<file path="config.mk">
export PLATFORM = sky130hd
export DESIGN_NAME = tnref_queue
export DESIGN_NICKNAME = d
export VERILOG_FILES = /design/src/hdl/tnref_pkg.sv /design/src/hdl/tnref_queue.sv
export SDC_FILE = /design/constraint.sdc
export NUM_CORES = 1
export LEC_CHECK = 0
export BUFFER_PORTS_ARGS = -buffer_cell sky130_fd_sc_hd__buf_2
export CORE_ASPECT_RATIO = 1.2
export CORE_MARGIN = 2
export CORE_UTILIZATION = 50
export CTS_CLUSTER_DIAMETER = 80
export CTS_CLUSTER_SIZE = 20
export DETAILED_ROUTE_END_ITERATION = 12
export GPL_TIMING_DRIVEN = 0
export PLACE_DENSITY = 0.77
export SLEW_MARGIN = 0
export SYNTH_ARGS = -nofsm -noshare
export SYNTH_HDL_FRONTEND = slang
export SYNTH_SLANG_ARGS = --single-unit
</file>
<file path="constraint.sdc">
create_clock -name clk -period 2.1 [get_ports clk]
set_clock_uncertainty 0.05 [all_clocks]
set_input_delay 0.105 -clock clk [delete_from_list [all_inputs] [get_ports clk]]
set_output_delay 0.105 -clock clk [all_outputs]
set_load 0.02 [all_outputs]
</file>
<file path="src/hdl/tnref_pkg.sv">
// Shared constants and types for the telnet option refuser.
package tnref_pkg;

    localparam int IDLE_WIDTH  = 16;
    localparam int CFG_WIDTH   = 16;
    localparam int BYTE_WIDTH  = 8;
    localparam int QUEUE_DEPTH = 2;
    localparam int QUEUE_AW    = $clog2(QUEUE_DEPTH);

    localparam logic [CFG_WIDTH-1:0] MAX_IDLE_RESET = CFG_WIDTH'(60);

    localparam logic CMD_BYTE = 1'b0;
    localparam logic CMD_TICK = 1'b1;

    localparam logic [BYTE_WIDTH-1:0] CODE_IAC  = 8'd255;
    localparam logic [BYTE_WIDTH-1:0] CODE_WILL = 8'd251;
    localparam logic [BYTE_WIDTH-1:0] CODE_WONT = 8'd252;
    localparam logic [BYTE_WIDTH-1:0] CODE_DO   = 8'd253;
    localparam logic [BYTE_WIDTH-1:0] CODE_DONT = 8'd254;

    typedef enum logic [1:0] {
        DEST_CONSOLE = 2'd0,
        DEST_SEND    = 2'd1,
        DEST_CLOSE   = 2'd2
    } dest_t;

    typedef enum logic [1:0] {
        ACT_CONSOLE = 2'd0,
        ACT_REFUSE  = 2'd1,
        ACT_CLOSE   = 2'd2
    } act_kind_t;

    typedef struct packed {
        act_kind_t             kind;
        logic [BYTE_WIDTH-1:0] verb;
        logic [BYTE_WIDTH-1:0] data;
    } action_t;

endpackage

</file>
<file path="src/hdl/tnref_queue.sv">
// Short action queue between the parser and the reply generator.
module tnref_queue import tnref_pkg::*;
(
    input  logic    clk,
    input  logic    rst_n,
    input  logic    push,
    input  action_t push_data,
    output logic    full,
    input  logic    pop,
    output logic    empty,
    output action_t head
);

    action_t               mem [QUEUE_DEPTH];
    logic [QUEUE_AW-1:0]   wr_ptr_reg, wr_ptr_next;
    logic [QUEUE_AW-1:0]   rd_ptr_reg, rd_ptr_next;
    logic [QUEUE_AW:0]     count_reg, count_next;

    assign full  = (count_reg == (QUEUE_AW+1)'(QUEUE_DEPTH));
    assign empty = (count_reg == '0);
    assign head  = mem[rd_ptr_reg];

    always_comb
    begin
        wr_ptr_next = push ? wr_ptr_reg + 1'b1 : wr_ptr_reg;
        rd_ptr_next = pop  ? rd_ptr_reg + 1'b1 : rd_ptr_reg;
        case ({push, pop})
            2'b10:   count_next = count_reg + 1'b1;
            2'b01:   count_next = count_reg - 1'b1;
            default: count_next = count_reg;
        endcase
    end

    always_ff @(posedge clk or negedge rst_n)
    begin
        if (!rst_n)
        begin
            wr_ptr_reg <= '0;
            rd_ptr_reg <= '0;
            count_reg  <= '0;
        end
        else
        begin
            wr_ptr_reg <= wr_ptr_next;
            rd_ptr_reg <= rd_ptr_next;
            count_reg  <= count_next;
        end
    end

    always_ff @(posedge clk)
    begin
        if (push)
        begin
            mem[wr_ptr_reg] <= push_data;
        end
    end

endmodule

</file>
# Yosys cells after proc, flatten, opt, wreduce, memory -nomap -nowiden
# Memory sizes are Yosys's and may differ from the RTL's.
# Cells that the tools add are included.
[op_classes]
add_sub_neg = 4
mul = 0
n_div = 0
magnitude_cmp = 0
eq_ne = 3
shifts = 0
n_mux = 3
bitwise_logic = 0
reduce_logical = 2
[op_table]
columns = ["op", "n"]
rows = [
  ["2-bit == test, second input constant", 2],
  ["2-bit one-hot mux with 2 select lines", 1],
  ["1-bit adder, second input constant", 2],
  ["2-bit by 1-bit adder with 2-bit output, second input constant", 1],
  ["2-bit by 1-bit == test with 1-bit output, second input constant", 1],
  ["2-bit zero test", 1],
  ["1-bit 2-to-1 mux", 2],
  ["2-bit nonzero test", 1],
  ["2-bit by 1-bit subtractor with 2-bit output, second input constant", 1],
]
[word_totals]
reg_bits = 4
latchBits = 0
ram_bits = 36
rom_bits = 0
word_cells = 16
mem_count = 1
[mem_list]
columns = ["memory", "depth", "width", "rd", "rd_ports_with_merged_regs", "write_ports", "line", "source"]
rows = [
  ["mem", 2, 18, 1, 0, 1, "tnref_queue.sv:14", "action_t mem [QUEUE_DEPTH];"],
]

# Longest topological paths before layout
# Gate-level depths: netlist of the first run.
[logic_depth]
depth_word = 2
ltp_mapped = 5

# Worst setup path after synthesis of the first run
# Ideal clock, no wire load.
[synth_timing]
path_type = "reg2reg"
start = "reg wr_ptr_reg"
end = "mem mem[0][0] in the netlist's numbering, enable pin"
setup_time_ns = 0.393
arrival_time_ns = 1.181
required_time_ns = 1.657
slack_ns = 0.477
path_stages_with_launch = 2
path_buffers = 0
period_less_slack_ns = 1.623
cell_sequence = "dfrtp_1 > nor2_1"
[synth_lines]
columns = ["item", "line", "source"]
rows = [
  ["start: declaration", "tnref_queue.sv:15", "logic [QUEUE_AW-1:0] wr_ptr_reg, wr_ptr_next;"],
  ["start signal: assignment", "tnref_queue.sv:44", "wr_ptr_reg <= wr_ptr_next;"],
  ["end: declaration", "tnref_queue.sv:14", ""],
]
# Straight into the memory's write port.

==> flow_metrics.py, run 1 <==
metrics = {
    "outcome": {
        "outcome": "complete, no violations",
    },
    "clock_network": {
        "tritoncts": "done",
        "h-tree-depth": 2,
        "cts_setup_buffers": 0,
        "numCtsBuffers": 5,
        "clk_pin_slew_worst_paths_ns": 0.11,
        "cts_sinks": 40,
        "clk_path_buf_depth": 2,
        "cts_root_buf": "clkbuf_4",
        "clock_latency_ns": 0.32,
    },
    "critical_path": {
        "critPathCaptureType": "output pin",
        "crit_start": "rd_ptr_reg",
        "crit_arrival_ns": 1.47,
        "cp-start-kind": "flip-flop",
        "required_ns": 1.95,
        "critPathTopFamily": "buffers and inverters",
        "r2r-start": "wr_ptr_reg",
        "path_cells": "buf_6, buf_12, mux2_4, buf_2",
        "path_buf_inv": 3,
        "cpPeakStageDelay_ns": 0.39,
        "path_max_fanout": 10,
        "crit_type": "flip-flop to output pin",
        "cp_slowest_cell": "dfrtp_1",
    },
    "global_route": {
        "grt_pass1_wl_mm": 3.719,
        "grt_pass1_vias": 889,
        "grt_max_degree": 19,
        "grt_antenna_before_repair": 0,
        "grt-ovfl-total": 0,
        "track_usage": 0.1540,
    },
    "logic_synthesis": {
        "synth-edff-count": 36,
        "synth_ff_type": "edfxtp_1",
        "yosysSeqAreaShare": 0.7706,
        "synth_compound_area_frac": 0,
        "async_reset_ff_frac": 0.1000,
        "synth_top_family_by_area": "multiplexers",
        "synthMuxAreaShare": 0.1543,
        "synthCells": 72,
        "yosys_register_bits": 40,
        "synth_cell_types": 13,
        "netlist_area_mm2": 0.001533,
        "yosysWarningCount": 0,
        "syn_nets": 95,
        "synth_adder_area_share": 0.008163,
        "synth_common_cells": "edfxtp_1, mux2_2, mux2_4",
        "synth_area_leaders": "edfxtp_1, mux2_4, mux2_2, dfrtp_1, xor2_1",
        "synth.most_common_cell": "edfxtp_1",
        "syn-mean-instance-area_um2": 21.29,
        "yosys.area_share.simple": 0.01551,
        "synth_top_area_cell": "edfxtp_1",
        "netlist.area_leader.share": 0.7053,
        "synth-xor-area-share": 0.02857,
    },
    "timing": {
        "fin_crit_sh": 0.7725,
        "fin_ws_ns": 0.4777,
        "setup_viol": 0,
        "rsz0062_at_grt": "no",
        "worstMarginPinSlew_ns": 0.9112,
        "finalSetupTns_ns": 0,
        "relSlewSlack": 0.3919,
        "fmaxAchievable_mhz": 616.4,
        "finalCriticalPeriod_ns": 1.622,
        "slew_violations": 0,
        "hold_viol_final": 0,
    },
    "pwr": {
        "ir_worst_vdd_uv": 842.8,
        "p_leak_nw": 0.8335,
        "power_density_mw_per_mm2": 1198,
    },
    "finish": {
        "syn2layout_area_growth_pct": 34.04,
        "fillers": 205,
        "layout-drive-gt1-share": 0.4789,
        "nNetsFinal": 164,
        "multi_input_area_um2": 319.1,
        "largest_reg_flops": 36,
        "insertedDiodeCount": 0,
        "final_cells": 178,
        "seqCellArea_mm2": 0.001181,
    },
    "routing": {
        "vias": 848,
        "viasPerCell": 4.764,
        "drtIter0Drc": 14,
        "drc": 0,
        "wl_per_cell_um": 13.02,
        "ant_nets": 0,
        "drt_first_pass_iters": 3,
        "wl_mm": 2.318,
    },
    "floorplan": {
        "die_y_um": 64.65,
        "num_io_pins": 42,
        "core_mm2": 0.003000,
        "rows": 22,
        "start_util": 0.5108,
        "die_width_um": 54.54,
        "fp.dieArea_mm2": 0.003526,
    },
    "placement": {
        "pre_cts_ws_ns": 0.5378,
        "port_buffers": 41,
        "hpwlAfterDp_mm": 1.459,
        "post-place-cells": 149,
        "gp_congestion": 0.6928,
    },
    "run": {
        "cap_violations": 0,
    },
    "min_path": {
        "hold_class": "input port to async pin",
    },
}
==> kinds of logic (layout without fill, tap and decap cells) <==
group,after synthesis,count (layout)
buf+inv,3,73
fa+ha+maj,1,1
flops,40,40
mux,18,18
xor+xnor,5,5
simple gates,5,5
==> per-layer routing <==
metal	wire [µm]	part of all wire	vias up	GRT usage
met2	1336	0.58	24	0.2681
met1	832	0.36	407	0.1585
li1	-	-	411	-
met3	86	0.037	6	0.03687
met5	0	0	-	0
met4	62	0.027	0	0.09375
==> stage by stage <==
stage	utilization	total power, mW	instance area [µm²]	hold WS (ns)
2_1_floorplan	-	1.832	1533	-0.2406
3_3_place_gp	0.5942	2.057	1783	-0.1386
3_5_place_dp	0.5951	2.081	1785	-0.1334
4_1_cts	0.6847	2.488	2054	0.02731
5_1_grt	0.6847	2.579	2054	0.05230
6_report	0.6847	2.462	2054	0.04791
==> repair_timing <==
| action | in CTS | in global routing |
|---|---|---|
| hold endpoints to repair | 42 | 0 |
| gates resized for setup | 0 | 0 |
| hold buffers | 21 | 0 |
==> placed cells by master, fill, tap and decap left out, drive strengths merged <==
master and count:
edfxtp 36, xnor2 2, mux2 18, inv 1, nor2b 1, nor2 3
dlygate4sd3 21, ha 1, xor2 3, clkbuf 8, dfrtp 4, and2 1
buf 43
==> worst paths after layout <==
check | endpoint | slack (ns) | depth (start not counted)
worst max-delay path | head[11] | 0.48 | 4
worst min-delay path | count_reg[0] | 0.05 | 2
worst max register to register | mem[0][14] | 0.53 | 1
worst min register to register | count_reg[1] | 0.47 | 1
max in group asynchronous | wr_ptr_reg | 1.82 | 2
min in group clk | mem[1][9] | 0.45 | 2
==> final cells by class <==
type	instances	area share
repair buffers	62	0.2022
well taps	36	0.02192
inverters	1	0.001827
flip-flops and latches	40	0.5749
multi-input cells	29	0.1553
clock buffers	8	0.02862
plain buffers	2	0.01523
==> where the power goes <==
group | internal [mW] | switching, mW | total, mW
clock | 0.165 | 0.211 | 0.377
combinational | 0.446 | 0.501 | 0.948
sequential | 1.07 | 0.0692 | 1.14
No activity file was read; power rests on OpenSTA's default activity.
==> run 2: changes to the inputs <==
--- a/config.mk
+++ b/config.mk
@@ -8,12 +8,12 @@
 export BUFFER_PORTS_ARGS = -buffer_cell sky130_fd_sc_hd__buf_2
 export CORE_ASPECT_RATIO = 1.2
 export CORE_MARGIN = 2
-export CORE_UTILIZATION = 50
+export CORE_UTILIZATION = 45
 export CTS_CLUSTER_DIAMETER = 80
 export CTS_CLUSTER_SIZE = 20
 export DETAILED_ROUTE_END_ITERATION = 12
 export GPL_TIMING_DRIVEN = 0
-export PLACE_DENSITY = 0.77
+export PLACE_DENSITY = 0.73
 export SLEW_MARGIN = 0
 export SYNTH_ARGS = -nofsm -noshare
 export SYNTH_HDL_FRONTEND = slang
==> constraint.sdc (replaced) <==
create_clock -name clk -period 1.36 [get_ports clk]
set_clock_uncertainty 0.05 [all_clocks]
set_input_delay 0.068 -clock clk [delete_from_list [all_inputs] [get_ports clk]]
set_output_delay 0.068 -clock clk [all_outputs]
set_load 0.02 [all_outputs]
==> run 2 against run 1 <==
Net effect:
- the run now ends with negative setup slack left
- cell count grew 5.1%
- global-route usage down 0.65 points
- combinational power grew 120%
- die area grew 10%
- sequential share of layout area down 6.6 points
- cell area up 13%
- worst setup slack got worse by 0.63 ns
- sequential power grew 54%
- non-clock buffer count grew 8
- clock-buffer cell count did not move
- sequential cell count stayed put
- register-to-register slack lost 0.31 ns
- critical path type unchanged
==> flow_metrics.py, run 2 (synthesis results as in run 1) <==
metrics = {
    "placement": {
        "gp_congestion": 0.6611,
        "hpwlAfterDp_mm": 1.503,
        "port_buffers": 41,
    },
    "outcome": {
        "outcome": "finished with violations",
        "violations": "negative setup slack",
    },
    "critical_path": {
        "cp-start-kind": "flip-flop",
        "critPathCaptureType": "output pin",
        "path_max_fanout": 10,
        "path_cells": "buf_6, buf_12, mux2_4, buf_2",
        "cp_slowest_cell": "dfrtp_1",
        "crit_type": "flip-flop to output pin",
        "required_ns": 1.24,
        "cpPeakStageDelay_ns": 0.38,
        "crit_arrival_ns": 1.39,
    },
    "min_path": {
        "hold_class": "input port to async pin",
    },
    "global_route": {
        "grt_pass1_wl_mm": 4.029,
        "grt_pass1_vias": 881,
        "grt_max_degree": 19,
        "track_usage": 0.1475,
        "grt_antenna_before_repair": 0,
        "grt-ovfl-total": 0,
    },
    "floorplan": {
        "fp.dieArea_mm2": 0.003891,
        "core_mm2": 0.003309,
        "die_width_um": 57.28,
        "num_io_pins": 42,
        "start_util": 0.4631,
        "die_y_um": 67.93,
        "rows": 23,
    },
    "routing": {
        "drtIter0Drc": 19,
        "wl_per_cell_um": 14.09,
        "drc": 0,
        "wl_mm": 2.635,
        "ant_nets": 0,
        "vias": 890,
        "viasPerCell": 4.759,
        "drt_first_pass_iters": 4,
    },
    "timing": {
        "rsz0062_at_grt": "yes",
        "fin_ws_ns": -0.1484,
        "slew_violations": 0,
        "setup_viol": 18,
        "finalCriticalPeriod_ns": 1.508,
        "fin_crit_sh": 1.109,
        "relSlewSlack": 0.8318,
        "hold_slack_ns": 0.06484,
        "worstMarginPinSlew_ns": 0.2523,
        "fmaxAchievable_mhz": 662.9,
        "finalSetupTns_ns": -2.277,
        "hold_viol_final": 0,
    },
    "pwr": {
        "p_leak_nw": 0.9688,
        "power_density_mw_per_mm2": 2012,
        "ir_worst_vdd_uv": 1522,
    },
    "clock_network": {
        "clk_path_buf_depth": 2,
        "numCtsBuffers": 5,
        "h-tree-depth": 2,
        "cts_root_buf": "clkbuf_8",
        "clk_pin_slew_worst_paths_ns": 0.07,
        "tritoncts": "done",
        "cts_sinks": 40,
        "clock_latency_ns": 0.28,
    },
    "finish": {
        "fillers": 217,
        "insertedDiodeCount": 0,
        "multi_input_area_um2": 352.8,
        "nNetsFinal": 172,
        "largest_reg_flops": 36,
        "mostFrequentLayoutCells": "edfxtp_1, buf_2, dlygate4sd3_1",
        "layout-drive-gt1-share": 0.5200,
        "syn2layout_area_growth_pct": 51.51,
        "seqCellArea_mm2": 0.001181,
        "layout_commonest_cell": "edfxtp_1",
    },
    "run": {
        "cap_violations": 0,
    },
}
[run 2: changes by cell type in the layout (fill, tap and decap cells not counted), moves of 2 or more]
cell,change
buf_6,+17
mux2_2,-7
mux2_4,+7
buf_4,+6
buf_2,-17
clkbuf_8,+6
clkbuf_4,-5
buf_12,+2
[run 2: critical path, delay by kind of cell, from the launching register on]
family / cells / cell delay, ns
buffers and inverters: 3 / 0.44
flip-flops: 1 / 0.38
multiplexers: 1 / 0.28
[run 2: metrics by stage]
stage                     cell area (µm²)  std cells    util  power [mW]  setup slack [ns]
after floorplan                      1535         72       -       2.832           0.02009
after global placement               1787        150  0.5399       3.197           -0.2396
after detailed placement             1787        150  0.5399       3.230           -0.2650
after CTS                            2223        184  0.6718       4.470           -0.1684
after global routing                 2322        187  0.7017       4.908           -0.1971
final                                2322        187  0.7017       4.672           -0.1484
[run 2: final timing paths]
check | from | to | slack [ns] | cells after the start
min | rst_n | count_reg[0] | 0.06 | 2
min reg2reg | count_reg[1] | count_reg[1] | 0.45 | 1
max reg2reg | wr_ptr_reg | mem[1][2] | 0.22 | 1
max in group asynchronous | rst_n | count_reg[1] | 1.08 | 2
max | rd_ptr_reg | head[15] | -0.15 | 4
min in group clk | push | count_reg[0] | 0.25 | 4
[run 2: area by class of cell]
cell class                 instances  area share
tap                               37     0.01994
buffer                             2     0.01347
clock buffer                       8     0.04310
timing repair buffer              70      0.2613
inverter                           1    0.001616
sequential                        40      0.5086
multi-input combinational         29      0.1519
[run 2: repair_timing]
action                     CTS  global route
gates resized for setup     24            20
hold buffers                21             0
setup buffers                5             3
pin swaps                    0             1
hold endpoints to repair    42             0
setup endpoints to repair   54            51
[run 2: metal layers]
layer	global-route usage	routed length (µm)	vias up	share of wire
met5	0	0	-	0
met4	0.06977	36	0	0.014
met3	0.07183	194	4	0.074
met2	0.2529	1409	36	0.53
met1	0.1523	994	423	0.38
li1	-	-	427	-
[run 2: power by group]
| group | switching, mW | total, mW | leakage [nW] | internal [mW] |
|---|---|---|---|---|
| clock network | 0.366 | 0.828 | 0.0515 | 0.462 |
| logic | 0.909 | 2.09 | 0.533 | 1.18 |
| registers | 0.110 | 1.76 | 0.385 | 1.65 |
| total | 1.39 | 4.67 | 0.969 | 3.29 |
==> run 3: changes to the inputs <==
--- a/config.mk
+++ b/config.mk
@@ -6,14 +6,16 @@
 export NUM_CORES = 1
 export LEC_CHECK = 0
 export BUFFER_PORTS_ARGS = -buffer_cell sky130_fd_sc_hd__buf_2
+export CELL_PAD_IN_SITES_DETAIL_PLACEMENT = 2
+export CELL_PAD_IN_SITES_GLOBAL_PLACEMENT = 2
 export CORE_ASPECT_RATIO = 1.2
 export CORE_MARGIN = 2
-export CORE_UTILIZATION = 45
+export CORE_UTILIZATION = 37
 export CTS_CLUSTER_DIAMETER = 80
 export CTS_CLUSTER_SIZE = 20
 export DETAILED_ROUTE_END_ITERATION = 12
 export GPL_TIMING_DRIVEN = 0
-export PLACE_DENSITY = 0.73
+export PLACE_DENSITY_LB_ADDON = 0.1
 export SLEW_MARGIN = 0
 export SYNTH_ARGS = -nofsm -noshare
 export SYNTH_HDL_FRONTEND = slang
==> constraint.sdc (replaced) <==
create_clock -name clk -period 1.4 [get_ports clk]
set_clock_uncertainty 0.05 [all_clocks]
set_input_delay 0.07 -clock clk [delete_from_list [all_inputs] [get_ports clk]]
set_output_delay 0.07 -clock clk [all_outputs]
set_load 0.02 [all_outputs]
==> run 3 against run 2 <==
Net effect:
- the run still ends with negative setup slack left
- largest cell class unchanged
- clock power fell by 11%
- global-route usage rose by 2.9 points
- combinational power rose by 3%
- via count rose by 6.2%
- sequential share of layout area barely moved
==> flow_metrics.py, run 3 (synthesis results as in run 1) <==
metrics = {
    "routing": {
        "drt_first_pass_iters": 4,
        "met2_length_mm": 2.450,
        "vias": 945,
        "wl_per_cell_um": 21.32,
        "drc": 0,
        "viasPerCell": 4.725,
        "ant_nets": 0,
        "drtIter0Drc": 32,
        "wl_met1_mm": 1.520,
        "wl_met3_um": 227,
        "highest-signal-layer": "met4",
        "wl_mm": 4.263,
    },
    "floorplan": {
        "num_io_pins": 42,
        "core_mm2": 0.003973,
        "rows": 25,
        "die_y_um": 74.51,
        "die_width_um": 62.76,
        "start_util": 0.3858,
        "fp.dieArea_mm2": 0.004676,
    },
    "placement": {
        "hpwlAfterDp_mm": 1.977,
        "port_buffers": 41,
        "pre_cts_ws_ns": -0.2473,
        "gp_congestion": 0.5746,
        "placed_area_mm2": 0.001808,
    },
    "timing": {
        "rsz0062_at_grt": "yes",
        "slew_violations": 0,
        "hold_slack_ns": 0.06589,
        "worstMarginPinSlew_ns": 0.5469,
        "fmaxAchievable_mhz": 653.7,
        "fin_ws_ns": -0.1298,
        "fin_crit_sh": 1.093,
        "relSlewSlack": 0.6345,
        "finalCriticalPeriod_ns": 1.530,
        "setup_viol": 18,
        "hold_viol_final": 0,
    },
    "finish": {
        "syn2layout_area_growth_pct": 51.59,
        "layout_commonest_cell": "edfxtp_1",
        "fin_util": 0.5849,
        "fillers": 357,
        "design_area_mm2": 0.002323,
        "mostFrequentLayoutCells": "edfxtp_1, buf_2, dlygate4sd3_1",
        "largest_reg_flops": 36,
        "insertedDiodeCount": 0,
        "layout-drive-gt1-share": 0.4932,
        "nNetsFinal": 168,
    },
    "global_route": {
        "grt_antenna_before_repair": 0,
        "grt-ovfl-total": 0,
        "grt_pass1_vias": 1074,
        "grt_max_degree": 19,
        "grt_pass1_wl_mm": 5.871,
        "track_usage": 0.1762,
    },
    "critical_path": {
        "path_buf_inv": 3,
        "critPathTopFamily": "buffers and inverters",
        "cp_slowest_cell": "dfrtp_1",
        "path_cells": "buf_6, clkbuf_16, mux2_4, buf_6",
        "required_ns": 1.28,
        "critPathCaptureType": "output pin",
        "path_max_fanout": 5,
        "cpPeakStageDelay_ns": 0.38,
        "crit_arrival_ns": 1.41,
        "cp-start-kind": "flip-flop",
        "cp_common_cell": "buf_6",
        "crit_type": "flip-flop to output pin",
    },
    "clock_network": {
        "clk_path_buf_depth": 2,
        "clock_latency_ns": 0.29,
        "numCtsBuffers": 5,
        "cts_root_buf": "clkbuf_8",
        "tritoncts": "done",
        "h-tree-depth": 2,
        "clk_pin_slew_worst_paths_ns": 0.07,
        "cts_sinks": 40,
    },
    "pwr": {
        "power_density_mw_per_mm2": 1995,
        "p_leak_nw": 0.9549,
        "ir_worst_vdd_uv": 906.5,
        "p_total_mw": 4.636,
    },
    "outcome": {
        "violations": "negative setup slack",
        "outcome": "finished with violations",
    },
    "run": {
        "cap_violations": 0,
    },
    "min_path": {
        "hold_class": "input port to async pin",
    },
}
==> run 3: cell count changes in the layout (fill, tap and decap cells not counted), sizes merged <==
cell,change
buf,-5
clkinv,+1
==> run 3: area by class of cell <==
cell class / instances / area, µm² / share of cell area
inverters: 1 / 3.754 / 0.001616
plain buffers: 2 / 31.28 / 0.01346
clock inverters: 1 / 3.754 / 0.001616
clock buffers: 7 / 76.32 / 0.03285
multi-input cells: 29 / 359.1 / 0.1546
flip-flops and latches: 40 / 1181 / 0.5083
repair buffers: 66 / 600.6 / 0.2585
well taps: 54 / 67.56 / 0.02908
==> run 3: through the flow <==
| stage | setup TNS (ns) | std cells |
|---|---|---|
| after floorplan | 0 | 72 |
| after CTS | -1.563 | 198 |
| after detailed placement | -7.822 | 167 |
| after global routing | -2.974 | 200 |
| after global placement | -6.765 | 167 |
| final | -1.983 | 200 |
==> run 3: power breakdown <==
part	total, mW	internal [mW]	switching (mW)
Clock	0.733	0.347	0.386
Combinational	2.16	1.18	0.975
Sequential	1.74	1.61	0.137
==> run 3: final timing paths <==
path	slack [ns]	to	depth (start not counted)	startpoint
max in group asynchronous	1.11	rd_ptr_reg	2	rst_n
min reg2reg	0.48	count_reg[1]	1	count_reg[1]
max reg2reg	0.05	mem[1][7]	1	wr_ptr_reg
max	-0.13	head[1]	4	rd_ptr_reg
min in group clk	0.26	count_reg[0]	4	push
min	0.07	count_reg[1]	2	rst_n
==> run 3: routing by layer <==
layer,global-route usage,up-vias
li1,-,417
met1,0.1844,482
met2,0.3405,39
met3,0.04841,7
met4,0.06667,0
met5,0,-
==> run 3: what timing repair did <==
action | 4_1_cts | 5_1_grt
gates cloned | 0 | 1
endpoints found under the hold margin | 42 | 0
pin swaps | 0 | 1
setup buffers | 2 | 1
endpoints found under the setup margin | 54 | 28
hold buffers | 21 | 0
resized for setup | 36 | 11
